## config.mk

```make
export PLATFORM = sky130hd
export DESIGN_NAME = lpcp_queue
export DESIGN_NICKNAME = d
export VERILOG_FILES = /design/src/hdl/lpcp_pkg.sv /design/src/hdl/lpcp_queue.sv
export SDC_FILE = /design/constraint.sdc
export NUM_CORES = 1
export LEC_CHECK = 0
export BUFFER_PORTS_ARGS = -buffer_cell sky130_fd_sc_hd__buf_2
export CAP_MARGIN = 20
export CORE_MARGIN = 2
export CORE_UTILIZATION = 25
export DETAILED_ROUTE_END_ITERATION = 7
export PLACE_DENSITY_LB_ADDON = 0.3
export SYNTH_ARGS = -nofsm -noshare
export SYNTH_HDL_FRONTEND = slang
export SYNTH_SLANG_ARGS = --single-unit
```

## constraint.sdc

```tcl
create_clock -name clk_i -period 3.32 [get_ports clk_i]
set_input_delay 0.664 -clock clk_i [delete_from_list [all_inputs] [get_ports clk_i]]
set_output_delay 0.664 -clock clk_i [all_outputs]
set_load 0.03 [all_outputs]
```

## src/hdl/lpcp_pkg.sv

```systemverilog
// ----------------------------------------------------------------------------
// lpcp_pkg
// shared types and constants for the lidar point camera projection block
// ----------------------------------------------------------------------------
package lpcp_pkg;

  // coefficient table geometry
  localparam int COEF_COUNT        = 21;
  localparam int COEF_W            = 32;
  localparam int COEF_IDX_W        = 5;
  localparam int INTR_BASE         = 12;
  localparam int FRAC_BITS_DEFAULT = 16;

  // point and image dimension widths
  localparam int POINT_W    = 32;
  localparam int DIM_W      = 13;
  localparam int CFG_ADDR_W = 3;
  localparam int CFG_DATA_W = 32;

  // configuration register indexes
  typedef enum logic [CFG_ADDR_W-1:0] {
    CFG_X_LOW  = 3'd0,
    CFG_X_HIGH = 3'd1,
    CFG_Z_LOW  = 3'd2,
    CFG_Z_HIGH = 3'd3,
    CFG_IMG_W  = 3'd4,
    CFG_IMG_H  = 3'd5
  } cfg_reg_e;

  // request mode codes
  typedef enum logic {
    MODE_PROJECT = 1'b0,
    MODE_LOAD    = 1'b1
  } mode_e;

  // one lidar point
  typedef struct packed {
    logic signed [POINT_W-1:0] x;
    logic signed [POINT_W-1:0] y;
    logic signed [POINT_W-1:0] z;
  } point_t;

  // whole coefficient table, slot 0 in the low word
  typedef logic [COEF_COUNT-1:0][COEF_W-1:0] coef_tab_t;

  // image bounds handed to the back end
  typedef struct packed {
    logic [DIM_W-1:0] width;
    logic [DIM_W-1:0] height;
  } img_dim_t;

endpackage

```

## src/hdl/lpcp_queue.sv

```systemverilog
// ----------------------------------------------------------------------------
// lpcp_queue
// two-entry point queue between the front end and the arithmetic pipeline
// ----------------------------------------------------------------------------
module lpcp_queue (
  input  logic                clk_i,
  input  logic                rst_ni,
  input  logic                push_i,
  input  lpcp_pkg::point_t    data_i,
  output logic                full_o,
  input  logic                pop_i,
  output logic                valid_o,
  output lpcp_pkg::point_t    data_o
);

  lpcp_pkg::point_t entry_q [2];
  logic       wr_ptr_q, wr_ptr_d;
  logic       rd_ptr_q, rd_ptr_d;
  logic [1:0] count_q, count_d;

  // pointer and fill bookkeeping
  always_comb begin
    wr_ptr_d = wr_ptr_q ^ push_i;
    rd_ptr_d = rd_ptr_q ^ pop_i;
    count_d  = count_q + 2'(push_i) - 2'(pop_i);
  end

  always_ff @(posedge clk_i or negedge rst_ni) begin
    if (!rst_ni) begin
      wr_ptr_q <= 1'b0;
      rd_ptr_q <= 1'b0;
      count_q  <= 2'd0;
    end else begin
      wr_ptr_q <= wr_ptr_d;
      rd_ptr_q <= rd_ptr_d;
      count_q  <= count_d;
    end
  end

  // entry storage
  always_ff @(posedge clk_i) begin
    if (push_i) begin
      entry_q[wr_ptr_q] <= data_i;
    end
  end

  assign full_o  = count_q[1];
  assign valid_o = (count_q != 2'd0);
  assign data_o  = entry_q[rd_ptr_q];

endmodule

```

=== Yosys cells after proc, flatten, opt, wreduce, memory -nomap -nowiden ===
Memories as Yosys holds them, arrays and structs flattened.
Cells that the tools add are included.

* Word-level logic and storage cells: 11
* Input port bits: 100
* Memories: 1
* RAM bits: 192
* Bits in registers: 4
* Output and inout port bits: 98

* Bitwise logic cells: 2
* Reductions and logical operators: 1
* Add/subtract/negate cells: 2
* Muxes and demuxes: 2

{| class="wikitable"
|+ Memories
! memory !! words !! width !! read ports !! clocked after memory_dff !! wr ports !! line !! source
|-
| entry_q || 2 || 96 || 1 || 0 || 1 || lpcp_queue.sv:16 || <nowiki>lpcp_pkg::point_t entry_q [2];</nowiki>
|}

{| class="wikitable"
|+ Operators by type and width
! cell !! count
|-
| adder 2 x 1 -> 2 bit || 1
|-
| two-way mux 1 bit || 2
|-
| nonzero test 2 bit || 1
|-
| subtractor 2 x 1 -> 2 bit || 1
|-
| bitwise XOR 1 bit || 2
|}

=== Logic depth before layout (Yosys ltp) ===
* Depth after elaboration: 2
* Gate-level depth with buffers: 5
* Mapped depth without buffers: 5

=== Worst setup path after synthesis ===
OpenSTA, ideal clock, no wires.

* Kind: in2reg
* From: in push_i
* To: mem entry_q[0][0] in the netlist's numbering, enable pin
* Slack: -0.087 ns
* Stages on the path: 1
* Library setup time: 0.466 ns
* Path buffers: 0
* Arrival time: 2.941 ns
* Data required time: 2.854 ns
* Cell sequence: ha_1

* Word-level cells in the longest chain between the ends: 2

{| class="wikitable"
|+ RTL lines
! element !! line !! source
|-
| start, declared || lpcp_queue.sv:8 || <nowiki>input logic push_i,</nowiki>
|-
| two-way mux 1 bit || lpcp_queue.sv:42 || <nowiki>if (push_i) begin</nowiki>
|-
| two-way mux 1 bit (not written as such) || lpcp_queue.sv:43 || <nowiki>entry_q[wr_ptr_q] <= data_i;</nowiki>
|-
| end, declared || lpcp_queue.sv:16 ||
|}

Every way passes these cells.

==> results.sh <==
export IMPL_hold_viol_final=0
export IMPL_post_synth_top_count_cell="edfxtp_1"
export IMPL_drive_gt1_frac=0.621
export IMPL_gp_congestion=0.687
export IMPL_die_w_um=174
export IMPL_post_drt_wl_per_cell_um=15.2
export IMPL_setup_tns_final_ps=0
export IMPL_end_kind="output pin"
export IMPL_power_frac_comb=0.363
export IMPL_start_util=0.253
export IMPL_core_um2=28600
export IMPL_clock_latency_ps=430
export IMPL_switching_share=0.362
export IMPL_synth_avg_cell_area_um2=23.1
export IMPL_postCtsSetupRepairBufs=0
export IMPL_synth_seq_cells=196
export IMPL_maxSlewViolCount=0
export IMPL_relSlewSlack=0.496
export IMPL_cts_root_buffer="clkbuf_16"
export IMPL_criticalPathCategory="reg -> out"
export IMPL_cap_violations=0
export IMPL_worst_setup_path_start_kind="flip-flop"
export IMPL_outcome="finished, final reports clean"
export IMPL_min_period_ps=2750
export IMPL_vias_per_cell=3.88
export IMPL_syn_inst=314
export IMPL_ys_seq_area_frac=0.809
export IMPL_grt_pass1_vias=3892
export IMPL_ys_flop_type="edfxtp_1"
export IMPL_fin_nets=627
export IMPL_fillers=2789
export IMPL_drt_total_wl_um=13900
export IMPL_p_seq_frac=0.402
export IMPL_place_ws_ps=968
export IMPL_grt_usage=0.0929
export IMPL_total_power_w=0.00844
export IMPL_cts_repair_resized=0
export IMPL_die_h_um=174
export IMPL_ys_top_cells_by_count="192 x edfxtp_1, 66 x mux2_2, 30 x mux2_4, 6 x buf_2, 5 x buf_6"
export IMPL_fin_ws_ps=569
export IMPL_pin_count=198
export IMPL_final_period_utilization=0.829
export IMPL_drt_pass1_iterations=4
export IMPL_yosysTopAreaCellShare=0.795
export IMPL_cp_max_fo=53
export IMPL_port_buffers=197
export IMPL_grt_max_degree=97
export IMPL_drt_iter0_drc=111
export IMPL_syn_area_um2=7250
export IMPL_cp_required_ps=2660
export IMPL_power_frac_clock=0.235
export IMPL_arrival_ps=2090
export IMPL_drc=0
export IMPL_syn2layout_area_growth_pct=28.3
export IMPL_peakVddDrop_mv=0.447
export IMPL_cts_buffers=17
export IMPL_utilization=0.325
export IMPL_cts_sinks=196
export IMPL_antenna_found_initial=3
export IMPL_dieArea_um2=30400
export IMPL_async_reset_ff_frac=0.0204
export IMPL_synthTopCellsByArea="edfxtp_1 80%, mux2_2 10%, mux2_4 6.2%, dfrtp_1 1.4%, buf_6 0.78%"
export IMPL_clock_skew_final_ps=7.38
export IMPL_yosys_area_top_type="edfxtp_1"
export IMPL_cell_internal_pwr_w=0.00539
export IMPL_clkTransAtPathRegs_ps=70
export IMPL_synth_edf_count=192
export IMPL_synth_warnings=0
export IMPL_route_vias_total=3574
export IMPL_hp_class="in -> async"
export IMPL_rsz0062_at_grt="false"
export IMPL_row_count=62
export IMPL_h_tree_depth=4
export IMPL_synthDistinctLibCells=11
export IMPL_cts_tree="done"
export IMPL_finalSetupViolations=0
export IMPL_power_density_nw_per_um2=908
export IMPL_grt_overflow_total=0
export IMPL_cts_path_max_buffers=2
export IMPL_synthesis_nets=418
export IMPL_fmax_mhz=363
export IMPL_p_sw_w=0.00305
export IMPL_grt_pass1_wl_um=21400
export IMPL_antenna_left=0
export IMPL_p_leak_nw=3.51
export IMPL_tightest_slew_ps=756
export IMPL_dp_hpwl_um=8870
export IMPL_cts_hold_buf=0
## kinds of logic (layout without fill, tap and decap cells)
kind of cell             after synthesis  after routing  synth area share
buffers and inverters                 15            236            0.0140
other                                  0              1                 0
adder cells (fa/ha/maj)                4              4           0.00690
multiplexers                          96             96             0.165
XOR/XNOR                               2              2           0.00449
AND/OR/NAND/NOR                        1              1          0.000864
flip-flops                           196            196             0.809
## state kept, by name, summed over array words and instances, names as in the netlist
name      cells
count_q       2
entry_q     192
rd_ptr_q      1
wr_ptr_q      1
## power by group through the flow
stage | sequential [W] | combinational [W] | clock, W
final | 0.00340 | 0.00306 | 0.00198
after global routing | 0.00344 | 0.00326 | 0.00217
after global placement | 0.00344 | 0.00310 | 0
after floorplan | 0.00344 | 0.00233 | 0
after detailed placement | 0.00346 | 0.00313 | 0
after CTS | 0.00340 | 0.00314 | 0.00207
## metal layers
layer | GRT usage | vias to the layer above | part of all wire
li1 | - | 1663 | -
met1 | 0.105 | 1770 | 0.41
met2 | 0.160 | 126 | 0.49
met3 | 0.0372 | 13 | 0.084
met4 | 0.0305 | 2 | 0.010
met5 | 0 | - | 0.00093
## worst paths after layout
| check | startpoint | to | slack (ps) | depth (start not counted) |
|---|---|---|---|---|
| worst min-delay path | rst_ni | rd_ptr_q$_DFF_PN0_ | 40 | 1 |
| worst min register to register | count_q[1]$_DFF_PN0_ | count_q[1]$_DFF_PN0_ | 660 | 1 |
| max in group asynchronous | rst_ni | rd_ptr_q$_DFF_PN0_ | 3130 | 1 |
| worst max register to register | wr_ptr_q$_DFF_PN0_ | entry_q[0][74]$_DFFE_PP_ | 1810 | 3 |
| min in group clk_i | data_i[3] | entry_q[1][3]$_DFFE_PP_ | 420 | 1 |
| worst max-delay path | rd_ptr_q$_DFF_PN0_ | data_o[1] | 570 | 3 |
## per-stage QoR
| stage | hold slack (ps) | std cells | cell area, um^2 |
|---|---|---|---|
| floorplan | 368 | 314 | 7250 |
| global placement | 483 | 888 | 8730 |
| detailed placement | 489 | 888 | 8730 |
| CTS | 22.0 | 919 | 9300 |
| global route | 21.7 | 920 | 9300 |
| finish | 39.2 | 920 | 9300 |
## critical path, cell delays in order (launching register included)
cell and delay (ps):
dfrtp_4 420, buf_4 590, mux2_2 420, buf_2 180
## area by class of cell
class	instances	area [um^2]	area share
Multi-Input combinational cell	103	1310	0.141
Sequential cell	196	5870	0.631
Antenna cell	1	2.50	0.000269
Timing Repair Buffer	201	1050	0.113
Clock buffer	17	425	0.0458
Tap cell	384	480	0.0517
Inverter	4	15.0	0.00161
Clock inverter	14	144	0.0155
## layout by cell type (no fill, tap or decap), types with 2 or more instances in the layout
master,instances
buf_12,3
buf_2,197
clkbuf_16,17
clkinv_4,4
clkinv_8,2
dfrtp_1,3
edfxtp_1,192
ha_1,2
ha_4,2
inv_1,4
inv_6,4
inv_8,3
mux2_2,66
mux2_4,30
Note: power is estimated with default switching activity, not from simulation.
