**src/hdl/lpcp_pkg.sv**
```systemverilog
// ----------------------------------------------------------------------------
// lpcp_pkg
// shared types and constants for the lidar point camera projection block
// ----------------------------------------------------------------------------
package lpcp_pkg;

  // coefficient table geometry
  localparam int COEF_COUNT        = 21;
  localparam int COEF_W            = 32;
  localparam int COEF_IDX_W        = 5;
  localparam int INTR_BASE         = 12;
  localparam int FRAC_BITS_DEFAULT = 16;

  // point and image dimension widths
  localparam int POINT_W    = 32;
  localparam int DIM_W      = 13;
  localparam int CFG_ADDR_W = 3;
  localparam int CFG_DATA_W = 32;

  // configuration register indexes
  typedef enum logic [CFG_ADDR_W-1:0] {
    CFG_X_LOW  = 3'd0,
    CFG_X_HIGH = 3'd1,
    CFG_Z_LOW  = 3'd2,
    CFG_Z_HIGH = 3'd3,
    CFG_IMG_W  = 3'd4,
    CFG_IMG_H  = 3'd5
  } cfg_reg_e;

  // request mode codes
  typedef enum logic {
    MODE_PROJECT = 1'b0,
    MODE_LOAD    = 1'b1
  } mode_e;

  // one lidar point
  typedef struct packed {
    logic signed [POINT_W-1:0] x;
    logic signed [POINT_W-1:0] y;
    logic signed [POINT_W-1:0] z;
  } point_t;

  // whole coefficient table, slot 0 in the low word
  typedef logic [COEF_COUNT-1:0][COEF_W-1:0] coef_tab_t;

  // image bounds handed to the back end
  typedef struct packed {
    logic [DIM_W-1:0] width;
    logic [DIM_W-1:0] height;
  } img_dim_t;

endpackage

```
**src/hdl/lpcp_front.sv**
```systemverilog
// ----------------------------------------------------------------------------
// lpcp_front
// request intake: configuration registers, coefficient loads, range gate
// ----------------------------------------------------------------------------
module lpcp_front #(
  parameter int FRAC_BITS = lpcp_pkg::FRAC_BITS_DEFAULT
) (
  input  logic                                   clk_i,
  input  logic                                   rst_ni,
  input  logic                                   cfg_we_i,
  input  logic [lpcp_pkg::CFG_ADDR_W-1:0]        cfg_addr_i,
  input  logic [lpcp_pkg::CFG_DATA_W-1:0]        cfg_wdata_i,
  input  logic                                   in_valid_i,
  output logic                                   in_stall_o,
  input  logic                                   mode_i,
  input  logic signed [lpcp_pkg::POINT_W-1:0]    point_x_i,
  input  logic signed [lpcp_pkg::POINT_W-1:0]    point_y_i,
  input  logic signed [lpcp_pkg::POINT_W-1:0]    point_z_i,
  input  logic [lpcp_pkg::COEF_IDX_W-1:0]        coef_index_i,
  input  logic signed [lpcp_pkg::COEF_W-1:0]     coef_value_i,
  input  logic                                   q_full_i,
  input  logic                                   q_valid_i,
  input  logic                                   back_busy_i,
  output logic                                   push_o,
  output lpcp_pkg::point_t                       point_o,
  output lpcp_pkg::coef_tab_t                    coef_o,
  output lpcp_pkg::img_dim_t                     dim_o
);

  localparam logic signed [31:0] X_HIGH_RST = 32'(100 << FRAC_BITS);
  localparam logic signed [31:0] Z_LOW_RST  = 32'(-((16 * (1 << FRAC_BITS) + 10) / 20));
  localparam logic signed [31:0] Z_HIGH_RST = 32'(2 << FRAC_BITS);

  logic signed [31:0]             x_low_q, x_high_q, z_low_q, z_high_q;
  logic [lpcp_pkg::DIM_W-1:0]     img_w_q, img_h_q;
  lpcp_pkg::coef_tab_t            coef_q;
  logic                           is_load;
  logic                           accept;
  logic                           in_range;

  // configuration registers
  always_ff @(posedge clk_i or negedge rst_ni) begin
    if (!rst_ni) begin
      x_low_q  <= '0;
      x_high_q <= X_HIGH_RST;
      z_low_q  <= Z_LOW_RST;
      z_high_q <= Z_HIGH_RST;
      img_w_q  <= 13'd640;
      img_h_q  <= 13'd480;
    end else if (cfg_we_i) begin
      unique case (cfg_addr_i)
        lpcp_pkg::CFG_X_LOW:  x_low_q  <= cfg_wdata_i;
        lpcp_pkg::CFG_X_HIGH: x_high_q <= cfg_wdata_i;
        lpcp_pkg::CFG_Z_LOW:  z_low_q  <= cfg_wdata_i;
        lpcp_pkg::CFG_Z_HIGH: z_high_q <= cfg_wdata_i;
        lpcp_pkg::CFG_IMG_W:  img_w_q  <= cfg_wdata_i[lpcp_pkg::DIM_W-1:0];
        lpcp_pkg::CFG_IMG_H:  img_h_q  <= cfg_wdata_i[lpcp_pkg::DIM_W-1:0];
        default: ;
      endcase
    end
  end

  // loads wait for the queue and pipeline to drain so in-flight points keep their table
  assign is_load    = (mode_i == lpcp_pkg::MODE_LOAD);
  assign in_stall_o = is_load ? (q_valid_i || back_busy_i) : q_full_i;
  assign accept     = in_valid_i && !in_stall_o;

  // coefficient table, contents undefined until loaded
  always_ff @(posedge clk_i) begin
    if (accept && is_load && (coef_index_i < lpcp_pkg::COEF_IDX_W'(lpcp_pkg::COEF_COUNT))) begin
      coef_q[coef_index_i] <= coef_value_i;
    end
  end

  // raw range gate on x and z
  assign in_range = (point_x_i >= x_low_q) && (point_x_i <= x_high_q) &&
                    (point_z_i >= z_low_q) && (point_z_i <= z_high_q);

  assign push_o       = accept && !is_load && in_range;
  assign point_o.x    = point_x_i;
  assign point_o.y    = point_y_i;
  assign point_o.z    = point_z_i;
  assign coef_o       = coef_q;
  assign dim_o.width  = img_w_q;
  assign dim_o.height = img_h_q;

endmodule

```
**config.mk**
```make
export PLATFORM = sky130hd
export DESIGN_NAME = lpcp_front
export DESIGN_NICKNAME = d
export VERILOG_FILES = /design/src/hdl/lpcp_pkg.sv /design/src/hdl/lpcp_front.sv
export SDC_FILE = /design/constraint.sdc
export NUM_CORES = 1
export LEC_CHECK = 0
export BUFFER_PORTS_ARGS = -buffer_cell sky130_fd_sc_hd__buf_4
export CAP_MARGIN = 20
export CORE_AREA = 2 2 378 380
export CTS_CLUSTER_DIAMETER = 40
export DETAILED_ROUTE_END_ITERATION = 12
export DIE_AREA = 0 0 380 382
export GPL_ROUTABILITY_DRIVEN = 0
export PLACE_DENSITY = 0.39
export SLEW_MARGIN = 10
export SYNTH_ARGS = -nofsm -noshare
export SYNTH_HDL_FRONTEND = slang
export SYNTH_SLANG_ARGS = --single-unit
```
**constraint.sdc**
```tcl
create_clock -name clk_i -period 2.3 [get_ports clk_i]
set_input_delay 0 -clock clk_i [delete_from_list [all_inputs] [get_ports clk_i]]
set_output_delay 0 -clock clk_i [all_outputs]
set_load 0.005 [all_outputs]
```
## Word level (Yosys, flattened, before mapping)

Cells that the tools add are included.

| storage, ports and cells | value |
|---|---|
| output and inout bits | 796 |
| register bits | 826 |
| input port bits | 176 |
| logic and storage cells | 62 |

| operators by class | value |
|---|---|
| multiplexer cells | 4 |
| eq/ne operators | 5 |
| reductions and logical operators | 19 |
| magnitude comparators | 7 |

Operators by type and width:

| kind | number |
|---|---|
| bitwise mux 672 bit | 1 |
| demux 32 bit (select 5 bit) | 1 |
| >= comparator 32 bit | 2 |
| less-or-equal comparator 32 bit | 2 |
| two-way mux 32 bit | 1 |
| AND reduction 2 bit | 6 |
| logical AND 1 bit | 9 |
| equality test 3 x 2 -> 1 bit (second input constant) | 2 |
| equality test 3 bit (second input constant) | 2 |
| < comparator 5 x 6 -> 1 bit (second input constant) | 1 |
| >= comparator 5 x 1 -> 1 bit (second input constant) | 1 |
| < comparator 5 bit (second input constant) | 1 |
| equality test 3 x 1 -> 1 bit (second input constant) | 1 |
| logical NOT 3 bit | 1 |
| logical NOT 1 bit | 2 |
| logical OR 1 bit | 1 |
| two-way mux 1 bit | 1 |

## Longest topological paths before layout

| logic depth | value |
|---|---|
| depth after elaboration | 6 |
| mapped depth | 9 |
| depth with buffers taken out | 9 |

## Least setup slack after synthesis

OpenSTA, ideal clock, no wires.

| path | value |
|---|---|
| kind | input-to-reg |
| from | input port back_busy_i |
| to | register coef_q, in the netlist coef_o[100] (enable) |
| required time | 1.879 ns |
| arrival | 2.042 ns |
| setup time | 0.421 ns |
| setup slack | -0.163 ns |
| stages on the path | 4 |
| buffers on the path | 0 |
| cells stage by stage | nor3b_1 -> and3_1 -> nand3_1 -> nor2_1 |

| between the ends | value |
|---|---|
| cells in the longest elaborated chain, start to end | 6 |

Ends and longest elaborated chain:

| element | line | RTL |
|---|---|---|
| from (decl) | lpcp_front.sv:23 | `input logic back_busy_i,` |
| logical OR 1 bit | lpcp_front.sv:65 | `assign in_stall_o = is_load ? (q_valid_i \|\| back_busy_i) : q_full_i;` |
| two-way mux 1 bit | lpcp_front.sv:65 |  |
| logical NOT 1 bit | lpcp_front.sv:66 | `assign accept = in_valid_i && !in_stall_o;` |
| logical AND 1 bit | lpcp_front.sv:66 |  |
| logical AND 1 bit (2 in series) | lpcp_front.sv:70 | `if (accept && is_load && (coef_index_i < lpcp_pkg::COEF_IDX_W'(lpcp_pkg::COEF_COUNT))) begin` |
| to (signal, indexed assignment) | lpcp_front.sv:71 | `coef_q[coef_index_i] <= coef_value_i;` |
| to (decl) | lpcp_front.sv:36 | `lpcp_pkg::coef_tab_t coef_q;` |

Every way passes these cells.
A chain may end at the register's enable or synchronous reset.

## Worst setup path after layout

| path | value |
|---|---|
| from | register z_high_q[13] |
| to | output port push_o |

| between the ends | value |
|---|---|
| cells in the longest elaborated chain, start to end | 3 |

Ends and longest elaborated chain:

| element | line | RTL |
|---|---|---|
| from (decl) | lpcp_front.sv:34 | `logic signed [31:0] x_low_q, x_high_q, z_low_q, z_high_q;` |
| from (signal assigned) | lpcp_front.sv:55 | `lpcp_pkg::CFG_Z_HIGH: z_high_q <= cfg_wdata_i;` |
| less-or-equal comparator 32 bit | lpcp_front.sv:77 | `(point_z_i >= z_low_q) && (point_z_i <= z_high_q);` |
| logical AND 1 bit | lpcp_front.sv:77 |  |
| logical AND 1 bit | lpcp_front.sv:79 | `assign push_o = accept && !is_load && in_range;` |
| to (decl) | lpcp_front.sv:24 | `output logic push_o,` |

Every way passes these cells.

==> results by group <==
Drt
  – Post-route DRC: 0
  – 1st-iter DRT viols: 1,086
  – Via count: 19.56k
  – Final ANT Viol Nets: 0
  – Final wirelength: 123,100 um
  – DRT Pass-1 Iters: 5
  – DR vias/cell: 3.995
  – Wire per inst: 25.14 um

Power
  – P_leak: 18.35 nW
  – Switching pwr: 10.04 mW
  – Seq pwr share: 41.1%
  – Logic pwr share: 8.8%
  – Power Total: 41.62 mW
  – Clock Power Share: 50.1%
  – Sw frac: 24.12%
  – P_int: 31.58 mW
  – PwrDens: 901.1 nW/um2
  – Maximum vdd drop: 0.0005890 V

Yosys
  – Complex-gate fraction of the synthesized area: 3.716%
  – Yosys reg bits: 826
  – Yosys top cell area share: 67.42%
  – Synth Area in Simple Gates: 3.779%
  – Synth warn: 0
  – Syn Area/Cell: 17.64 um2
  – Post-Synth XOR/XNOR Area: 0%
  – Synth area leader: edfxtp_1
  – Synth Area in Adders: 5.350%
  – Post-synthesis mux area share: 2.395%
  – Syn Std Cell Area: 29,930 um2
  – Ys flop type: edfxtp_1
  – Main combinational cell family by area after synthesis: adder cells
  – Synth unique cells: 50
  – Asr flop ratio synth: 18.64%
  – Post-synth EDFFs: 672
  – Post-synthesis sequential area ratio: 80.43%
  – Post-Synthesis Cells: 1,697
  – Main area contributors after synthesis: edfxtp_1 67%, dfrtp_1 10%, ha_1 5.4%, dfstp_2 3.0%, buf_4 2.4%
  – Syn_nets: 2,001

Global route
  – First-pass GRT wire length: 168,400 um
  – Largest net degree at the start of global routing: 49
  – Vias in the first global route: 20.76k
  – Total track usage: 16.54%
  – Congestion Overflow GR: 0
  – Number of antenna violations at the first check in global routing: 13

Clocking
  – Clock Path Buffers: 3
  – Worst skew pair latency: 0.76 ns
  – CTS sink cnt: 826
  – Root buffer cell: clkbuf_16
  – Clk pin slew, worst setup/hold paths: 0.04 ns
  – H-tree levels: 4
  – CTS tree: yes
  – CTS Buf Count: 140

Placed design
  – Port Buffer Count: 907
  – Hpwl dp: 87,920 um

Timing
  – Final setup margin: -0.8373 ns
  – RSZ-0062 raised after global routing: yes
  – Rel. slew slack: 40.90%
  – Max Fclk: 0.3187 GHz
  – Final period util: 136.4%
  – Max Slew Vio Count: 0
  – Setup-failing EPs final: 3
  – Final Hold Vio Count: 0
  – Setup TNS: -1.439 ns
  – Worst slack on hold paths: 0.000006594 ns
  – Post-route minimum period: 3.137 ns
  – Worst Tran Pin Value: 0.8836 ns
  – Setup Skew: 0 ns

Critical path
  – Arr. time, crit path: 3.14 ns
  – Startpoint Class: flip-flop
  – WS Path Type: flip-flop to primary output
  – CP peak stage delay: 0.59 ns
  – Critical path, cell by cell: inv_1 -> ha_1 -> nand4_4 -> nor3_4 -> a21boi_1 -> or4b_4 -> a2111oi_4 -> mux2i_1 -> nor4_2 -> buf_4
  – Critical Path Fanout Max: 2
  – CP max stage cell: or4b_4
  – Worst Path Required: 2.30 ns
  – Crit. End Element: primary output

Die
  – Initial Utilization: 21.24%
  – Die Ht: 382 um
  – Die Wd: 380 um
  – Ports: 972
  – Total die area: 145,200 um2
  – Core area: 140,900 um2
  – Site Rows: 138

Cells and area
  – Layout area overhead: 54.31%
  – Nets: 3,191
  – Share of layout cells above drive strength 1: 49.02%

Outcome
  – Failing checks: setup timing
  – Status: finished, violations left

Flow run
  – # Max-Cap Violations: 0

Worst hold path
  – Min-Delay Path Class: input port to primary output
## power groups by stage
stage	sequential [mW]	combinational, mW	clock, mW
2_1_floorplan	17.3	1.69	0
3_3_place_gp	17.4	3.32	0
3_5_place_dp	17.4	3.37	0
4_1_cts	17.1	3.71	21.4
5_1_grt	17.2	4.13	22.0
6_report	17.1	3.67	20.8
## cell families after synthesis
family | count (synthesis)
AO/OA/AOI/OAI | 196
flip-flops | 826
buffers and inverters | 249
AND/OR/NAND/NOR | 234
adder cells (fa/ha/maj) | 128
multiplexers | 64
## critical path, delay by kind of cell, from the launching register on
kind	cells	cell delay (ns)
fa+ha+maj	1	0.31
mux	1	0.26
flops	1	0.34
buf+inv	2	0.21
compound gates	2	0.45
simple gates	4	0.83
## cell usage after synthesis (2+ instances only)
master,n
a211oi_1,8
a21boi_1,2
a21o_1,12
a21oi_1,49
and4_1,3
buf_4,96
clkbuf_1,25
dfrtp_1,120
dfstp_2,34
edfxtp_1,672
ha_1,128
inv_1,128
mux2_2,61
mux2i_1,3
nand2_1,119
nand3_1,17
nand3b_1,4
nand4_1,26
nand4b_1,2
nor2_1,32
nor2b_1,5
nor3_1,7
nor4_1,3
nor4bb_1,2
o211ai_1,4
o21ai_0,107
o21ai_1,2
or3_1,3
or3b_2,2
## per-stage QoR
| stage | worst slack, ns | std cells | utilization (%) | area, um2 |
|---|---|---|---|---|
| 2_1_floorplan | -0.1631 | 1697 | - | 29940 |
| 3_3_place_gp | -0.4460 | 4537 | 28.44 | 40070 |
| 6_report | -0.8373 | 4895 | 32.78 | 46190 |
| 4_1_cts | -0.9278 | 4890 | 32.75 | 46150 |
| 5_1_grt | -1.058 | 4891 | 32.78 | 46180 |
| 3_5_place_dp | -0.3134 | 4537 | 28.44 | 40070 |
## placed cells by master, fill, tap and decap left out, types with 12 or more instances in the layout
cell type / Yosys / final
nand3_1: 17 / 17
clkinv_2: 0 / 21
dfstp_2: 34 / 34
clkbuf_16: 0 / 143
buf_12: 0 / 27
dfrtp_1: 120 / 120
clkinv_1: 0 / 12
dlygate4sd3_1: 0 / 96
inv_1: 128 / 124
o21ai_0: 107 / 106
ha_1: 128 / 112
clkinv_4: 0 / 14
mux2_2: 61 / 61
nand2_1: 119 / 119
clkbuf_1: 25 / 12
a21oi_1: 49 / 46
buf_4: 96 / 1041
inv_6: 0 / 14
a21o_1: 12 / 12
edfxtp_1: 672 / 672
nand4_1: 26 / 26
ha_4: 0 / 16
nor2_4: 0 / 21
## worst paths after layout
kind                       cells after the start                startpoint                      end  slack, ns
min in group asynchronous                      3                    rst_ni  z_low_q[17]$_DFFE_PN1P_       0.45
min reg2reg                                    2   z_low_q[12]$_DFFE_PN1P_  z_low_q[12]$_DFFE_PN1P_       0.50
max in group asynchronous                      4                    rst_ni   img_h_q[6]$_DFFE_PN1P_       1.45
min                                            0             point_y_i[21]              point_o[53]   0.000007
max reg2reg                                    3   z_low_q[17]$_DFFE_PN1P_  z_low_q[17]$_DFFE_PN1P_       0.97
max                                           10  z_high_q[13]$_DFFE_PN0P_                   push_o      -0.84
## final cells by class
cell class | instances | area [um2]
multi-input cells | 622 | 5080
well taps | 1890 | 2365
diodes | 4 | 10.01
fillers | 13859 | 94710
flip-flops and latches | 826 | 24080
clock buffers | 160 | 3692
inverters | 128 | 480.5
repair buffers | 1169 | 9400
clock inverters | 96 | 1086
## routing by layer
metal  GRT usage (%)  up-vias  wire, um
li1                -     8645         -
met1           19.55     9905     49810
met2           29.03      849     62210
met3           5.050      150      8617
met4           4.380        6      2370
met5               0        -        42
## state kept, by name, indices dropped and copies added, names as in the netlist
name,cells
z_low_q,32
z_high_q,32
x_high_q,32
coef_o,672
x_low_q,32
img_w_q,13
img_h_q,13
## repair_timing
action,in CTS,in global routing
endpoints found under the setup margin,1,6
setup buffers,3,0
hold buffers,96,4
gates resized for setup,44,6
endpoints found under the hold margin,998,86
pin swaps,30,0
Power figures use the tool's default switching activity.
